===== src/hdl/txn_read_write_set_tracker_macros.svh =====
// ----------------------------------------------------------------------------
// Assertion macros for the read/write set tracker
// Shared immediate-style wrappers around concurrent properties on clk/arst_n.
// ----------------------------------------------------------------------------
`ifndef TXN_READ_WRITE_SET_TRACKER_MACROS_SVH
`define TXN_READ_WRITE_SET_TRACKER_MACROS_SVH

// Same-cycle implication, checked out of reset.
`define RWSET_ASSERT_NOW(label, ante, cons, msg) \
	label: assert property (@(posedge clk) disable iff (!arst_n) (ante) |-> (cons)) \
		else $error(msg);

// Next-cycle implication, checked out of reset.
`define RWSET_ASSERT_NEXT(label, ante, cons, msg) \
	label: assert property (@(posedge clk) disable iff (!arst_n) (ante) |=> (cons)) \
		else $error(msg);

`endif


===== src/hdl/rwset_entry_ram.sv =====
// ----------------------------------------------------------------------------
// rwset_entry_ram
// Simple dual-port synchronous RAM, one write and one registered read port.
// ----------------------------------------------------------------------------
module rwset_entry_ram #(
	parameter int WIDTH = 8,
	parameter int DEPTH = 16
) (
	input  logic                     clk,
	input  logic                     we,
	input  logic [$clog2(DEPTH)-1:0] waddr,
	input  logic [WIDTH-1:0]         wdata,
	input  logic                     re,
	input  logic [$clog2(DEPTH)-1:0] raddr,
	output logic [WIDTH-1:0]         rdata
);

	logic [WIDTH-1:0] mem [DEPTH];

	always_ff @(posedge clk) begin
		if (we) begin
			mem[waddr] <= wdata;
		end
	end

	always_ff @(posedge clk) begin
		if (re) begin
			rdata <= mem[raddr];
		end
	end

endmodule


===== config.mk =====
export PLATFORM = sky130hd
export DESIGN_NAME = rwset_entry_ram
export DESIGN_NICKNAME = d
export VERILOG_FILES = /design/src/hdl/txn_read_write_set_tracker_macros.svh /design/src/hdl/rwset_entry_ram.sv
export SDC_FILE = /design/constraint.sdc
export NUM_CORES = 1
export LEC_CHECK = 0
export BUFFER_PORTS_ARGS = -buffer_cell sky130_fd_sc_hd__buf_2
export CAP_MARGIN = 20
export CORE_ASPECT_RATIO = 1.4
export CORE_MARGIN = 5
export CORE_UTILIZATION = 46
export DETAILED_ROUTE_END_ITERATION = 10
export GPL_ROUTABILITY_DRIVEN = 0
export GPL_TIMING_DRIVEN = 0
export HOLD_SLACK_MARGIN = 0.02
export PLACE_DENSITY_LB_ADDON = 0.25
export SLEW_MARGIN = 20
export SYNTH_ARGS = -nofsm -noshare
export SYNTH_HDL_FRONTEND = slang
export SYNTH_SLANG_ARGS = --single-unit
export TNS_END_PERCENT = 1

===== constraint.sdc =====
create_clock -name clk -period 1.7 [get_ports clk]
set_input_delay 0.17 -clock clk [delete_from_list [all_inputs] [get_ports clk]]
set_output_delay 0.17 -clock clk [all_outputs]
set_load 0.1 [all_outputs]

======== After elaboration in Yosys (flattened, before gate mapping) ========
Memory sizes are Yosys's and may differ from the RTL's. A register that Yosys moved wholly into a read port is not among the register bits.
Cells that the tools add are included.
Widths: inputs -> output; s select.
operators by class
  multiplexer cells ....................... 2
operator list
  operator  number
  $mux 1    2
word-level totals
  memories ................................ 1
  input port bits ......................... 19
  output and inout bits ................... 8
  memory bits (writable) .................. 128
  word-level logic and storage cells ...... 3
  flip-flop bits (word level) ............. 0
memories
  name  words  bits a word  read ports  clocked after Yosys merged registers in  wr ports  line                   source
  mem   16     8            1           1                                        1         rwset_entry_ram.sv:18  logic [WIDTH-1:0] mem [DEPTH];

======== Depth between registers and ports, before layout ========
  depth after elaboration ................. 2
  gate-level depth with buffers ........... 5
  gate-level depth less buffers ........... 3

======== Worst setup path after synthesis ========
Ideal clock, no wire load.
  path type ............................... input -> register
  from .................................... in waddr[2]
  to ...................................... mem mem[0][0], enable pin
  stages .................................. 2
  arrival ................................. 1.280 ns
  setup time .............................. 0.383 ns
  path buffers ............................ 0
  data required time ...................... 1.317 ns
  path slack .............................. 0.037 ns
  cells stage by stage .................... or3b_2 nor3_1
RTL lines
  item         line                   source
  from (decl)  rwset_entry_ram.sv:11  input logic [$clog2(DEPTH)-1:0] waddr,
  to (decl)    rwset_entry_ram.sv:18
No word-level cell before the write port.

==> flow_metrics.py <==
metrics = {
    "outcome": {
        "status": "finished clean",
    },
    "detailed_routing": {
        "detail_route.vias_per_cell": 5.69,
        "drc": 0,
        "dr.pass1.iters": 4,
        "routed_wl_um": 10000,
        "drt_iter0_drc": 251,
        "antenna_left": 0,
        "wl_per_cell_um": 23.3,
        "vias": 2446,
    },
    "sta": {
        "tightestPinTransition_ps": 857,
        "finClkSkew_ps": 7.66,
        "drv_slew": 0,
        "timing.final.setup_violations": 0,
        "finalHoldViolCount": 0,
        "worst_slew_margin_rel": 0.427,
        "rsz0062_at_grt": "no",
        "fin_crit_sh": 0.928,
        "min_period_ps": 1580,
        "max_freq_ghz": 0.634,
    },
    "cts": {
        "ctsResizeCount": 0,
        "root_buffer": "clkbuf_16",
        "cts_buffer_depth": 2,
        "clk_latency_ps": 410,
        "numCtsBuffers": 17,
        "cts_tree": "yes",
        "cts_hold_buf": 0,
        "cts_setup_buffers": 0,
        "htreeDepth": 4,
        "clk_pin_slew_ps": 60,
        "cts.sinks": 136,
    },
    "pwr": {
        "p_leak_nw": 2.08,
        "power.switching_w": 0.00163,
        "power.density_nw_per_um2": 1330,
        "power_frac_seq": 0.458,
        "swShare": 0.196,
        "p_clk_frac": 0.485,
        "ir_drop_v": 0.000961,
        "p_int_w": 0.00666,
        "p_comb_frac": 0.057,
    },
    "floorplanning": {
        "io_pins": 27,
        "die_y_um": 136,
        "rows": 46,
        "coreArea_um2": 11200,
        "die_area_um2": 13600,
        "initial_utilization": 0.466,
        "die_w_um": 100,
    },
    "setup_path": {
        "cp_top_family": "multiplexers",
        "crit_arrival_ps": 1730,
        "critPathKind": "reg -> reg",
        "cpPeakStageDelay_ps": 570,
        "worstSetupEndpointType": "register",
        "crit_path_top_delay_cell": "mux4_1",
        "path_depth": 3,
        "startpoint_type": "register",
        "crit_chain": "mux4_1 > a22oi_1 > nand2_1",
        "cp.required_ps": 1850,
        "path_buf_inv": 0,
        "r2r_cells": 3,
        "crit_fanout": 1,
    },
    "place": {
        "portBuffers": 25,
        "dp.cells": 398,
        "dpl_cell_area_um2": 5550,
        "dpl.hpwl_um": 6430,
    },
    "cells_and_area": {
        "nFillCells": 864,
        "n_antenna_cell": 0,
        "fin_area_um2": 6210,
        "instances_no_fill": 430,
        "final_core_util": 0.553,
        "drive_gt1_frac": 0.308,
        "nNetsFinal": 292,
        "area_growth_pct": 18.8,
    },
    "yosys": {
        "synth_fp_nets": 248,
        "synth_seq_area_share": 0.781,
        "synth_cells": 229,
        "ys_warn_count": 0,
        "ys_seq_elements": 136,
        "yosysUniqueCellTypes": 18,
        "synth.avg_cell_area_um2": 22.8,
        "synth_area_um2": 5230,
    },
    "grt": {
        "antenna_found_initial": 0,
        "overflow": 0,
        "grt_max_degree": 17,
        "grt_pass1_wl_um": 14900,
        "grt_pass1_vias": 2469,
        "grt.total_usage": 0.161,
    },
    "worst_hold_path": {
        "hold-path-cell-count": 1,
        "hold_class": "in -> reg",
    },
    "flow_run": {
        "drv_cap": 0,
    },
}
registers in the layout (all words and copies together) (netlist names):
name / count
rdata: 8
mem: 128
metrics by stage:
| stage | setup TNS [ps] | power [W] | hold slack, ps | setup WS [ps] |
|---|---|---|---|---|
| 2_1_floorplan | 0 | 0.00417 | 269 | 37.1 |
| 3_3_place_gp | -12730 | 0.00433 | 500 | -517 |
| 3_5_place_dp | -4840 | 0.00434 | 530 | -174 |
| 4_1_cts | 0 | 0.00834 | 96.8 | 125 |
| 5_1_grt | 0 | 0.00853 | 100 | 37.5 |
| 6_report | 0 | 0.00829 | 113 | 123 |
path summary, 6_finish.rpt:
| check | slack [ps] | to | start |
|---|---|---|---|
| max | 120 | rdata[3]$_DFFE_PP_ | mem[1][3]$_DFFE_PP_ |
| min | 110 | rdata[0]$_DFFE_PP_ | re |
| max reg2reg | 120 | rdata[3]$_DFFE_PP_ | mem[1][3]$_DFFE_PP_ |
| min reg2reg | 770 | rdata[0]$_DFFE_PP_ | mem[14][0]$_DFFE_PP_ |
routing by layer:
metal,wire length (um),part of all wire,GRT usage,up-vias
met4,202,0.020,0.0607,0
met1,3910,0.39,0.189,1262
li1,-,-,-,1066
met5,0,0,0,-
met2,5330,0.53,0.275,106
met3,581,0.058,0.0508,12
power groups by stage:
stage,Sequential (W),Clock [W],Combinational [W]
floorplan,0.00398,0,0.000191
global placement,0.00386,0,0.000469
detailed placement,0.00387,0,0.000479
CTS,0.00380,0.00406,0.000480
global route,0.00380,0.00422,0.000502
finish,0.00380,0.00402,0.000475
cell usage after synthesis:
cell	number	area share
or3b_2	1	0.0017
buf_4	1	0.0014
edfxtp_1	136	0.78
nand3b_1	2	0.0029
and2b_1	1	0.0014
mux4_1	14	0.070
mux4_2	18	0.078
a22oi_1	16	0.023
buf_6	3	0.0065
buf_2	3	0.0029
nor2b_1	1	0.0012
nor3_1	4	0.0038
and2_1	1	0.0012
nand3_1	1	0.00096
clkdlybuf4s25_2	3	0.0057
nand2b_1	2	0.0024
nand2_1	9	0.0065
nor2_1	13	0.0093
cells in the final DEF (no fill, tap or decap):
cell / instances
a22oi_1: 16
and2_1: 1
and2b_1: 1
buf_2: 28
buf_4: 1
buf_6: 3
bufinv_16: 6
clkbuf_1: 1
clkbuf_16: 17
clkdlybuf4s25_2: 3
clkinv_1: 1
clkinv_2: 4
clkinvlp_4: 2
edfxtp_1: 136
inv_6: 1
mux4_1: 14
mux4_2: 18
nand2_1: 9
nand2b_1: 2
nand3_1: 1
nand3b_1: 2
nor2_1: 13
nor2b_1: 1
nor3_2: 4
or3b_2: 1
area by class of cell:
type                    instances  area [um2]  area share
plain buffers                  10        86.3      0.0139
multi-input cells              83        1080       0.173
flip-flops and latches        136        4080       0.658
well taps                     144         180      0.0290
repair buffers                 25         125      0.0201
clock inverters                14         228      0.0367
clock buffers                  18         429      0.0691
kinds of logic (layout without fill, tap and decap cells):
family,count (synthesis),after routing,synth area share
muxes,32,32,0.148
buffers and inverters,10,67,0.0165
AOI/OAI and AO/OA,16,16,0.0230
DFF,136,136,0.781
and+or+nand+nor,35,35,0.0314
Note: power is estimated with default switching activity, not from simulation.
