File: src/hdl/txn_read_write_set_tracker_macros.svh
// ----------------------------------------------------------------------------
// Assertion macros for the read/write set tracker
// Shared immediate-style wrappers around concurrent properties on clk/arst_n.
// ----------------------------------------------------------------------------
`ifndef TXN_READ_WRITE_SET_TRACKER_MACROS_SVH
`define TXN_READ_WRITE_SET_TRACKER_MACROS_SVH

// Same-cycle implication, checked out of reset.
`define RWSET_ASSERT_NOW(label, ante, cons, msg) \
	label: assert property (@(posedge clk) disable iff (!arst_n) (ante) |-> (cons)) \
		else $error(msg);

// Next-cycle implication, checked out of reset.
`define RWSET_ASSERT_NEXT(label, ante, cons, msg) \
	label: assert property (@(posedge clk) disable iff (!arst_n) (ante) |=> (cons)) \
		else $error(msg);

`endif

File: src/hdl/rwset_pkg.sv
// ----------------------------------------------------------------------------
// rwset_pkg
// Types, codes and sizes shared by the read/write set tracker.
// ----------------------------------------------------------------------------
package rwset_pkg;

	localparam int SET_CAPACITY = 64;
	localparam int IDX_W        = $clog2(SET_CAPACITY);
	localparam int CNT_W        = $clog2(SET_CAPACITY + 1);
	localparam int KEY_W        = 64;

	typedef enum logic [2:0] {
		OP_QUERY  = 3'd0,
		OP_READ   = 3'd1,
		OP_UPDATE = 3'd2,
		OP_INSERT = 3'd3,
		OP_DELETE = 3'd4,
		OP_CLEAR  = 3'd5
	} op_t;

	typedef enum logic [2:0] {
		KIND_ABSENT   = 3'd0,
		KIND_READ     = 3'd1,
		KIND_READ_OWN = 3'd2,
		KIND_UPDATE   = 3'd3,
		KIND_INSERT   = 3'd4,
		KIND_DELETE   = 3'd5,
		KIND_INS_DEL  = 3'd6
	} kind_t;

	typedef enum logic [1:0] {
		ERR_NONE    = 2'd0,
		ERR_ILLEGAL = 2'd1,
		ERR_FULL    = 2'd2
	} err_t;

	typedef enum logic [1:0] {
		ST_IDLE,
		ST_SEARCH,
		ST_DECIDE
	} state_t;

	typedef struct packed {
		logic [2:0]       op;
		logic [KEY_W-1:0] record_key;
	} cmd_t;

	typedef struct packed {
		logic       added;
		kind_t      kind_before;
		kind_t      kind_after;
		err_t       error_code;
		logic [6:0] inserts_pending;
		logic       written_flag;
	} rsp_t;

	typedef struct packed {
		logic [KEY_W-1:0] key;
		kind_t            kind;
	} entry_t;

	typedef struct packed {
		logic             re;
		logic [IDX_W-1:0] raddr;
		logic             we;
		logic [IDX_W-1:0] waddr;
		entry_t           wdata;
	} mem_req_t;

endpackage

File: src/hdl/rwset_ctrl.sv
// ----------------------------------------------------------------------------
// rwset_ctrl
// Sequencer: linear key probe over the entry RAM, then kind update/write-back.
// ----------------------------------------------------------------------------
module rwset_ctrl (
	input  logic                clk,
	input  logic                arst_n,
	input  logic                start,
	output logic                busy,
	input  rwset_pkg::cmd_t     cmd,
	output logic                done,
	output rwset_pkg::rsp_t     result,
	output rwset_pkg::mem_req_t mem_req,
	input  rwset_pkg::entry_t   mem_rdata
);
	import rwset_pkg::*;
	`include "txn_read_write_set_tracker_macros.svh"

	state_t           state_q, state_d;
	logic [2:0]       op_q;
	logic [KEY_W-1:0] key_q;
	logic [IDX_W-1:0] idx_q;
	logic [IDX_W-1:0] slot_q;
	logic             found_q;
	kind_t            before_q;
	logic [CNT_W-1:0] cnt_q;
	logic [CNT_W-1:0] ins_q;
	logic             wrote_q;
	logic             done_q;
	rsp_t             result_q;

	logic             hit;
	logic             last;

	// decision outputs
	kind_t            after;
	logic             added;
	err_t             err;
	logic             wr;
	logic [IDX_W-1:0] waddr;
	logic [CNT_W-1:0] cnt_d;
	logic [CNT_W-1:0] ins_d;
	logic             wrote_d;

	assign hit  = (mem_rdata.key == key_q);
	assign last = ((CNT_W'(idx_q) + CNT_W'(1)) == cnt_q);

	// next state and RAM ports
	always_comb begin
		state_d            = state_q;
		mem_req.re         = 1'b0;
		mem_req.raddr      = '0;
		mem_req.we         = wr && (state_q == ST_DECIDE);
		mem_req.waddr      = waddr;
		mem_req.wdata.key  = key_q;
		mem_req.wdata.kind = after;
		unique case (state_q)
			ST_IDLE: begin
				if (start) begin
					mem_req.re = 1'b1;
					state_d    = (cnt_q == '0) ? ST_DECIDE : ST_SEARCH;
				end
			end
			ST_SEARCH: begin
				if (hit || last) begin
					state_d = ST_DECIDE;
				end else begin
					mem_req.re    = 1'b1;
					mem_req.raddr = idx_q + IDX_W'(1);
				end
			end
			ST_DECIDE: begin
				state_d = ST_IDLE;
			end
			default: begin
				state_d = ST_IDLE;
			end
		endcase
	end

	// kind transition
	always_comb begin
		after   = before_q;
		added   = 1'b0;
		err     = ERR_NONE;
		wr      = 1'b0;
		waddr   = slot_q;
		cnt_d   = cnt_q;
		ins_d   = ins_q;
		wrote_d = wrote_q;
		case (op_q) inside
			OP_CLEAR: begin
				after   = KIND_ABSENT;
				cnt_d   = '0;
				ins_d   = '0;
				wrote_d = 1'b1;
			end
			OP_READ, OP_UPDATE, OP_INSERT, OP_DELETE: begin
				if (!found_q) begin
					if (cnt_q >= CNT_W'(SET_CAPACITY)) begin
						err = ERR_FULL;
					end else begin
						case (op_q)
							OP_READ:   after = KIND_READ;
							OP_UPDATE: after = KIND_UPDATE;
							OP_INSERT: after = KIND_INSERT;
							default:   after = KIND_DELETE;
						endcase
						added = 1'b1;
						wr    = 1'b1;
						waddr = cnt_q[IDX_W-1:0];
						cnt_d = cnt_q + CNT_W'(1);
						if (op_q == OP_INSERT) begin
							ins_d = ins_q + CNT_W'(1);
						end
					end
				end else begin
					case (op_q)
						OP_READ: begin
							if (before_q == KIND_DELETE || before_q == KIND_INS_DEL) begin
								err = ERR_ILLEGAL;
							end
						end
						OP_UPDATE: begin
							case (before_q) inside
								KIND_READ, KIND_READ_OWN: begin
									after   = KIND_UPDATE;
									wrote_d = 1'b1;
								end
								KIND_UPDATE, KIND_INSERT: ;
								default: err = ERR_ILLEGAL;
							endcase
						end
						OP_INSERT: begin
							err = ERR_ILLEGAL;
						end
						default: begin
							case (before_q) inside
								KIND_READ, KIND_READ_OWN: begin
									after   = KIND_DELETE;
									wrote_d = 1'b1;
								end
								KIND_UPDATE: after = KIND_DELETE;
								KIND_INSERT: begin
									after = KIND_INS_DEL;
									added = 1'b1;
									if (ins_q != '0) begin
										ins_d = ins_q - CNT_W'(1);
									end
								end
								KIND_DELETE: ;
								default: err = ERR_ILLEGAL;
							endcase
						end
					endcase
					wr = (err == ERR_NONE);
				end
			end
			default: ;
		endcase
	end

	// control state
	always_ff @(posedge clk or negedge arst_n) begin
		if (!arst_n) begin
			state_q <= ST_IDLE;
			idx_q   <= '0;
			found_q <= 1'b0;
			cnt_q   <= '0;
			ins_q   <= '0;
			wrote_q <= 1'b1;
			done_q  <= 1'b0;
		end else begin
			state_q <= state_d;
			done_q  <= (state_q == ST_DECIDE);
			unique case (state_q)
				ST_IDLE: begin
					if (start) begin
						idx_q   <= '0;
						found_q <= 1'b0;
					end
				end
				ST_SEARCH: begin
					if (hit) begin
						found_q <= 1'b1;
					end else if (!last) begin
						idx_q <= idx_q + IDX_W'(1);
					end
				end
				ST_DECIDE: begin
					cnt_q   <= cnt_d;
					ins_q   <= ins_d;
					wrote_q <= wrote_d;
				end
				default: ;
			endcase
		end
	end

	// payload
	always_ff @(posedge clk) begin
		if (state_q == ST_IDLE && start) begin
			op_q     <= cmd.op;
			key_q    <= cmd.record_key;
			before_q <= KIND_ABSENT;
		end
		if (state_q == ST_SEARCH && hit) begin
			slot_q   <= idx_q;
			before_q <= mem_rdata.kind;
		end
		if (state_q == ST_DECIDE) begin
			result_q.added           <= added;
			result_q.kind_before     <= before_q;
			result_q.kind_after      <= after;
			result_q.error_code      <= err;
			result_q.inserts_pending <= 7'(ins_d);
			result_q.written_flag    <= wrote_d;
		end
	end

	assign busy   = (state_q != ST_IDLE);
	assign done   = done_q;
	assign result = result_q;

	`RWSET_ASSERT_NEXT(a_done_after_decide, state_q == ST_DECIDE, done_q && !busy, "no result after decide")
	`RWSET_ASSERT_NOW(a_probe_in_range, state_q == ST_SEARCH, CNT_W'(idx_q) < cnt_q, "probe past fill count")
	`RWSET_ASSERT_NOW(a_ins_le_cnt, 1'b1, ins_q <= cnt_q, "insert count above entry count")
	`RWSET_ASSERT_NOW(a_err_no_change, done_q && result_q.error_code != ERR_NONE, result_q.kind_after == result_q.kind_before && !result_q.added, "error result changed kind")

endmodule

File: config.mk
export PLATFORM = sky130hd
export DESIGN_NAME = rwset_ctrl
export DESIGN_NICKNAME = d
export VERILOG_FILES = /design/src/hdl/rwset_pkg.sv /design/src/hdl/rwset_ctrl.sv
export VERILOG_INCLUDE_DIRS = /design/src /design/src/hdl
export SDC_FILE = /design/constraint.sdc
export NUM_CORES = 1
export LEC_CHECK = 0
export BUFFER_PORTS_ARGS = -buffer_cell sky130_fd_sc_hd__buf_2
export CORE_ASPECT_RATIO = 2
export CORE_MARGIN = 1.5
export CORE_UTILIZATION = 50
export DETAILED_ROUTE_END_ITERATION = 12
export PLACE_DENSITY_LB_ADDON = 0.05
export SKIP_CTS_REPAIR_TIMING = 1
export SLEW_MARGIN = 20
export SYNTH_ARGS = -nofsm -noshare
export SYNTH_HDL_FRONTEND = slang
export SYNTH_SLANG_ARGS = --single-unit
File: constraint.sdc
create_clock -name clk -period 8.15 [get_ports clk]
set_input_delay 1.2225 -clock clk [delete_from_list [all_inputs] [get_ports clk]]
set_output_delay 1.2225 -clock clk [all_outputs]
set_load 0.005 [all_outputs]
## Yosys cells after proc, flatten, opt, wreduce, memory -nomap -nowiden

Index checks and enable logic that the tools add are counted.

- Input bits: 137
- Bits in registers: 118
- Logic and storage cells: 141

- Magnitude comparators: 1
- Bitwise operators: 1
- Equality and inequality tests: 22
- $add $sub $neg: 5
- Multiplexer cells: 72
- Reduce and logical (&&, ||, !) cells: 23

Operators by type and width:

| kind | number |
|---|---|
| $mux 7 | 15 |
| $eq 64x64->1 | 1 |
| $mux 6 | 8 |
| $mux 3 | 10 |
| $mux 1 | 24 |
| $mux 2 | 8 |
| $eq 3x3->1 const B | 5 |
| $add 7x1->7 const B | 2 |
| $eq 3x2->1 const B | 4 |
| $ne 2x2->1 const B | 6 |
| $pmux 6 s2 | 1 |
| $pmux 3 s3 | 1 |
| $reduce_and 4->1 | 2 |
| $reduce_bool 2->1 | 4 |
| $reduce_or 2->1 | 4 |
| $add 6x1->7 const B | 1 |
| $eq 7x7->1 | 1 |
| $ge 7x7->1 const B | 1 |
| $logic_not 7->1 | 1 |
| $reduce_bool 7->1 | 1 |
| $sub 7x1->7 const B | 1 |
| $add 6x1->6 const B | 1 |
| $eq 3x1->1 const B | 2 |
| $pmux 2 s3 | 1 |
| 14 further kinds | 19 |

## Logic depth before layout (Yosys ltp)

Gate-level depths: netlist of run 1.

- Depth in word-level cells: 14
- Depth in mapped cells: 8

## Least setup slack after synthesis of run 1

No wires, ideal clock.

- Path type: input-to-output
- Start point: input port start
- End point: output port mem_req[80] in the netlist's numbering
- Arrival: 3.353 ns
- Data required time: 6.928 ns
- Stages: 5
- Buffers on the path: 1
- Path slack: 3.575 ns
- Cell sequence: o21bai_1 -> or2_2 -> clkbuf_1 -> inv_1 -> or2_2

RTL lines:

| item | line | RTL |
|---|---|---|
| start: declaration | rwset_ctrl.sv:8 | `input logic start,` |
| end: declaration | rwset_ctrl.sv:13 | `output rwset_pkg::mem_req_t mem_req,` |

==> results of run 1 <==
cells in the final DEF (no fill, tap or decap), types with 4 or more instances in the layout:
master      netlist  final
o21ai_0          14     14
clkbuf_16         0     17
nand3_1           9      9
a31oi_1           4      4
nor4_1           22     22
or2_2             5      5
nand2_1          34     34
clkinvlp_4        0      4
inv_1            10      9
dfrtp_1          24     24
nor2_1           24     24
a21oi_1          17     17
o21bai_1          7      7
ha_1              6      6
nand2b_1          9      9
buf_2             7    236
xnor2_1          12     12
clkinv_4          0      4
xor2_1           71     71
nand4_1           8      8
nor3_1            9      9
and3_1            4      4
a32o_1            4      4
mux2i_1           5      5
mux2_2            5      5
a21o_1            4      4
edfxtp_1         93     93
through the flow:
| step | power, W | instance area [µm²] | utilization [%] |
|---|---|---|---|
| after floorplan | 0.000671 | 5800 | - |
| after global placement | 0.000709 | 7080 | 62.7 |
| after detailed placement | 0.000711 | 7080 | 62.7 |
| after CTS | 0.00144 | 7660 | 67.9 |
| after global routing | 0.00146 | 7660 | 67.9 |
| final | 0.00142 | 7660 | 67.9 |
critical path, cell delays in order:
cell and delay [ns]:
buf_2 0.10, xor2_1 0.13, nor4_1 0.41, nand4_1 0.22, nor4_2 0.30, buf_4 0.24
nor3_2 0.11, or2_2 0.29, buf_2 0.14
routing by layer:
metal	routed length [µm]	share of wire, %	global-route usage (%)	vias up
met5	0	0	0	-
met2	9110	58	50.1	215
li1	-	-	-	2208
met4	425	2.7	11.6	0
met1	5000	32	24.5	2249
met3	1060	6.8	6.57	34
cell type report:
cell class                      count  area (µm²)
Sequential cell                   118        3420
Clock inverter                     15         155
Multi-Input combinational cell    321        2240
Fill cell                         891        3620
Inverter                           10        37.5
Timing Repair Buffer              239        1200
Clock buffer                       17         425
Tap cell                          142         178
power by group:
group / internal, W / switching [W] / total [W]
clock network: 0.000450 / 0.000276 / 0.000726
registers: 0.000648 / 0 / 0.000648
logic: 0.0000295 / 0.0000206 / 0.0000501
cells by family (layout without fill, tap and decap cells):
kind of cell	Yosys count	count (layout)	synth area share (%)
multiplexers	11	11	2.09
buffers and inverters	31	281	2.41
flip-flops	118	118	58.9
AND/OR/NAND/NOR	145	145	13.8
AO/OA/AOI/OAI	75	75	8.80
adder cells (fa/ha/maj)	7	7	1.47
XOR/XNOR	83	83	12.5
synth_stat cells (9+ instances only):
library cell,number
clkbuf_1,11
nor2_1,24
edfxtp_1,93
nand2b_1,9
nand2_1,34
xnor2_1,12
dfrtp_1,24
nor3_1,9
nor4_1,22
inv_1,10
nand3_1,9
o21ai_0,14
xor2_1,71
a21oi_1,17
registers in the layout, indices dropped and copies added, names as in the netlist:
register  count
key_q        64
result       17
cnt_q         7
ins_q         7
idx_q         6
slot_q        6
before_q      3
op_q          3
state_q       2
done          1
found_q       1
wrote_q       1
worst paths after layout:
path / slack [ns] / depth (start not counted) / endpoint
max: 3.75 / 9 / mem_req[80]
min: 0.51 / 1 / state_q[1]$_DFFE_PN0P_
max reg2reg: 5.31 / 7 / cnt_q[4]$_DFFE_PN0P_
min reg2reg: 0.51 / 1 / state_q[1]$_DFFE_PN0P_
max in group asynchronous: 6.91 / 1 / cnt_q[4]$_DFFE_PN0P_
min in group asynchronous: 0.83 / 1 / cnt_q[0]$_DFFE_PN0P_
==> results.yml, run 1 <==
synthesis:
  avgSynthCellArea_um2: 12.3
  yosysSeqAreaShare_pct: 58.9
  synth_top_cell_by_area: "edfxtp_1"
  netlist_top_cells_area: "edfxtp_1 (48%), xor2_1 (11%), dfrtp_1 (10%)"
  ys_ff_latch: 118
  syn_inst: 470
  synth_fp_nets: 613
  async_flop_share_pct: 21.2
  ys_warn_count: 0
  synthFlopType: "edfxtp_1"
  syn_area_um2: 5800
  synth-edff-count: 93
  synth_top_area_share_pct: 48.1
  synth_cell_types: 62
cells_and_area:
  layout.cells.non_filler: 862
  diodes: 0
  drive_above_1_share_pct: 40.4
  syn_to_final_growth_pct: 32.0
  finalNetCount: 850
worst_hold_path:
  holdCritStartpoint: "state_q[1]$_DFFE_PN0P_"
  hold_path_class: "flop to flop"
placement:
  globalplace.congestion: 0.879
  dp_hpwl_mm: 12.3
  placed_cells: 830
  io_buffers: 236
  post-place-ws_ns: 3.68
setup_path:
  critPathLaunch: "mem_rdata[60]"
  crit_type: "input port to primary output"
  required_ns: 6.93
  cp_max_fo: 15
  startpoint_type: "input port"
  worstSetupEndpointType: "primary output"
  r2r-start: "state_q[0]$_DFFE_PN0P_"
  crit_arrival_ns: 3.17
timing:
  skew_ns: 0.00919
  min_period_ns: 4.40
  drv_slew: 0
  rsz0062_at_grt: "false"
  timing_hold_violations_final: 0
  fmax_mhz: 228
  finalSetupTns_ns: 0
  slew_headroom_pct: 32.3
  final.period_utilization_pct: 53.9
  worst_slew_pin_slew_ns: 1.01
  worst_hold_slack_ns: 0.514
  setup_slack_ns: 3.75
  finalSetupViolations: 0
floorplan:
  initial_core_util_pct: 51.4
  boundaryPins: 237
  coreArea_um2: 11300
  fp.dieH_um: 155
  die_x_um: 79.2
  rows: 55
  dieArea_um2: 12300
cts:
  htree_num_levels: 4
  cts.root.buffer_cell: "clkbuf_16"
  cts_tree: "done"
  path_clk_slew_ns: 0.05
  cts_made_buffers: 17
  clock_path_buffers: 2
  clk_latency_ns: 0.41
  cts_sinks: 118
run_status:
  outcome: "finished clean"
power:
  peakVddDrop_v: 0.000160
  power-per-cell-area_nw_per_um2: 186
  p_leak_nw: 3.25
route:
  drtIter0Drc: 275
  wl_mm: 15.6
  drt-vias-per-instance: 5.46
  final_antenna_net_count: 0
  vias: 4706
  dr.pass1.iters: 6
  wl_per_cell_um: 18.1
  drc: 0
global_routing:
  grt_pass1_vias: 4911
  grt_overflow_total: 0
  grt_first_pass_wirelength_mm: 24.0
  grt_max_degree: 70
  track_usage_pct: 25.9
  antenna_found_initial: 0
job:
  maxCapViolCount: 0
No activity file was read; power rests on OpenSTA's default activity.
==> run 2, diff against run 1 <==
--- a/config.mk
+++ b/config.mk
@@ -9,7 +9,7 @@
 export BUFFER_PORTS_ARGS = -buffer_cell sky130_fd_sc_hd__buf_2
 export CORE_ASPECT_RATIO = 2
 export CORE_MARGIN = 1.5
-export CORE_UTILIZATION = 50
+export CORE_UTILIZATION = 49
 export DETAILED_ROUTE_END_ITERATION = 12
 export PLACE_DENSITY_LB_ADDON = 0.05
 export SKIP_CTS_REPAIR_TIMING = 1
==> constraint.sdc (replaced) <==
create_clock -name clk -period 4.2 [get_ports clk]
set_input_delay 0.63 -clock clk [delete_from_list [all_inputs] [get_ports clk]]
set_output_delay 0.63 -clock clk [all_outputs]
set_load 0.005 [all_outputs]
==> run 2 against run 1 <==
Against the previous run: global-route usage is 0.48 points lower; die area increased by 2.0%; worst setup slack got worse by 3.2 ns; critical path depth fell by 1; register-to-register slack worse by 4.1 ns; clock power grew 91%; utilization fell by 2.0 points; clock-buffer cell count is the same; sequential cell count unchanged; clock skew increased by 0.0023 ns; critical path type is now flop to primary output; critical endpoint is now mem_req[79].
==> results.yml, run 2 (same netlist as run 1, synthesis figures left out) <==
cells_and_area:
  regMostFlops: "key_q"
  layout.cells.non_filler: 867
  design_area_um2: 7670
  layout_commonest_cell: "buf_2"
  layout_common_cells: "buf_2 (236), edfxtp_1 (93), xor2_1 (71), nand2_1 (34)"
  syn_to_final_growth_pct: 32.2
  drive_above_1_share_pct: 40.9
  finalNetCount: 852
  largest_reg_flops: 64
  diodes: 0
setup_path:
  worstSetupEndpointType: "primary output"
  required_ns: 3.57
  startpoint_type: "flop"
  reg2reg_depth: 7
  reg2reg_slack_ns: 1.16
  crit_arrival_ns: 3.06
  crit_type: "flop to primary output"
  cp_max_fo: 11
floorplan:
  boundaryPins: 237
  initial_core_util_pct: 49.9
  coreArea_um2: 11600
  rows: 56
  fp.dieH_um: 157
  die_x_um: 80.0
  dieArea_um2: 12500
global_routing:
  grt_pass1_vias: 4920
  grt_max_degree: 39
  grt_overflow_total: 0
  grt_first_pass_wirelength_mm: 23.8
  track_usage_pct: 25.4
  antenna_found_initial: 0
route:
  drt-vias-per-instance: 5.32
  vias: 4616
  wl_per_cell_um: 18.0
  dr.pass1.iters: 5
  drc: 0
  final_antenna_net_count: 0
  drtIter0Drc: 193
  wl_mm: 15.6
timing:
  drv_slew: 0
  timing_hold_violations_final: 0
  skew_ns: 0.0115
  min_period_ns: 3.69
  finalSetupTns_ns: 0
  fmax_mhz: 271
  finalSetupViolations: 0
  final.period_utilization_pct: 88.0
  slew_headroom_pct: 31.3
  worst_slew_pin_slew_ns: 1.00
  rsz0062_at_grt: "false"
  setup_slack_ns: 0.505
worst_hold_path:
  hold_path_class: "input port to asynchronous set/reset pin"
cts:
  clk_latency_ns: 0.41
  cts.root.buffer_cell: "clkbuf_16"
  cts_sinks: 118
  path_clk_slew_ns: 0.06
  cts_tree: "done"
  clock_path_buffers: 2
  cts_made_buffers: 17
  htree_num_levels: 4
placement:
  io_buffers: 236
  globalplace.congestion: 0.911
  dp_hpwl_mm: 12.1
  dpl_cell_area_um2: 7100
  post-place-ws_ns: 0.688
  placed_cells: 835
power:
  power-per-cell-area_nw_per_um2: 358
  p_clk_share_pct: 50.8
  swShare_pct: 22.0
  p_leak_nw: 3.26
  finalPower_w: 0.00275
  p_sw_w: 0.000606
  sequentialPowerShare_pct: 45.8
  peakVddDrop_v: 0.000420
  p_int_w: 0.00214
  comb_power_share_pct: 3.5
run_status:
  outcome: "finished clean"
job:
  maxCapViolCount: 0
==> run 2: cell count changes in the layout (fill, tap and decap cells not counted) <==
cell	before	now
clkinvlp_4	4	3
inv_8	0	1
inv_6	2	6
clkinv_2	1	2
bufinv_16	2	1
clkinv_4	4	2
buf_4	3	5
clkinv_1	2	0
==> run 2: metal layers <==
layer	up-vias	share of wire (%)	GRT usage, %
met1	2190	33	23.5
met5	-	0	0
met3	29	5.8	7.65
met4	0	2.5	12.1
met2	185	58	48.5
li1	2212	-	-
==> run 2: cell type report <==
class / count / area (µm²)
Multi-Input combinational cell: 321 / 2240
Fill cell: 943 / 3960
Inverter: 10 / 37.5
Clock inverter: 15 / 144
Clock buffer: 17 / 425
Sequential cell: 118 / 3420
Tap cell: 145 / 181
Timing Repair Buffer: 241 / 1220
==> run 2: worst max-delay path, stage by stage, from the launching register on <==
cell and delay [ns]:
dfrtp_1 0.51, ha_1 0.27, nand3_1 0.10, xor2_1 0.24
xnor2_1 0.16, nor4_1 0.08, buf_4 0.18, a2111oi_0 0.87
buf_2 0.26
==> run 2: worst paths after layout <==
check,start,to
min in group clk,cmd[14],key_q[14]$_DFFE_PP_
worst min-delay path,arst_n,ins_q[2]$_DFFE_PN0P_
worst min register to register,state_q[1]$_DFFE_PN0P_,state_q[1]$_DFFE_PN0P_
worst max register to register,key_q[43]$_DFFE_PP_,before_q[1]$_SDFFCE_PN0P_
max in group asynchronous,arst_n,ins_q[6]$_DFFE_PN0P_
worst max-delay path,idx_q[0]$_DFFE_PN0P_,mem_req[79]
==> run 2: power by group through the flow <==
stage | Sequential (W) | Combinational (W) | Clock [W]
after global placement | 0.00128 | 0.0000931 | 0
after CTS | 0.00126 | 0.0000972 | 0.00142
final | 0.00126 | 0.0000955 | 0.00139
after detailed placement | 0.00128 | 0.0000972 | 0
after global routing | 0.00126 | 0.000106 | 0.00146
after floorplan | 0.00128 | 0.0000208 | 0
==> run 2: per-stage QoR <==
step	utilization [%]	hold slack (ns)
floorplan	-	0.334
global placement	61.0	0.496
detailed placement	61.0	0.511
CTS	65.9	0.255
global route	65.9	0.287
finish	65.9	0.229
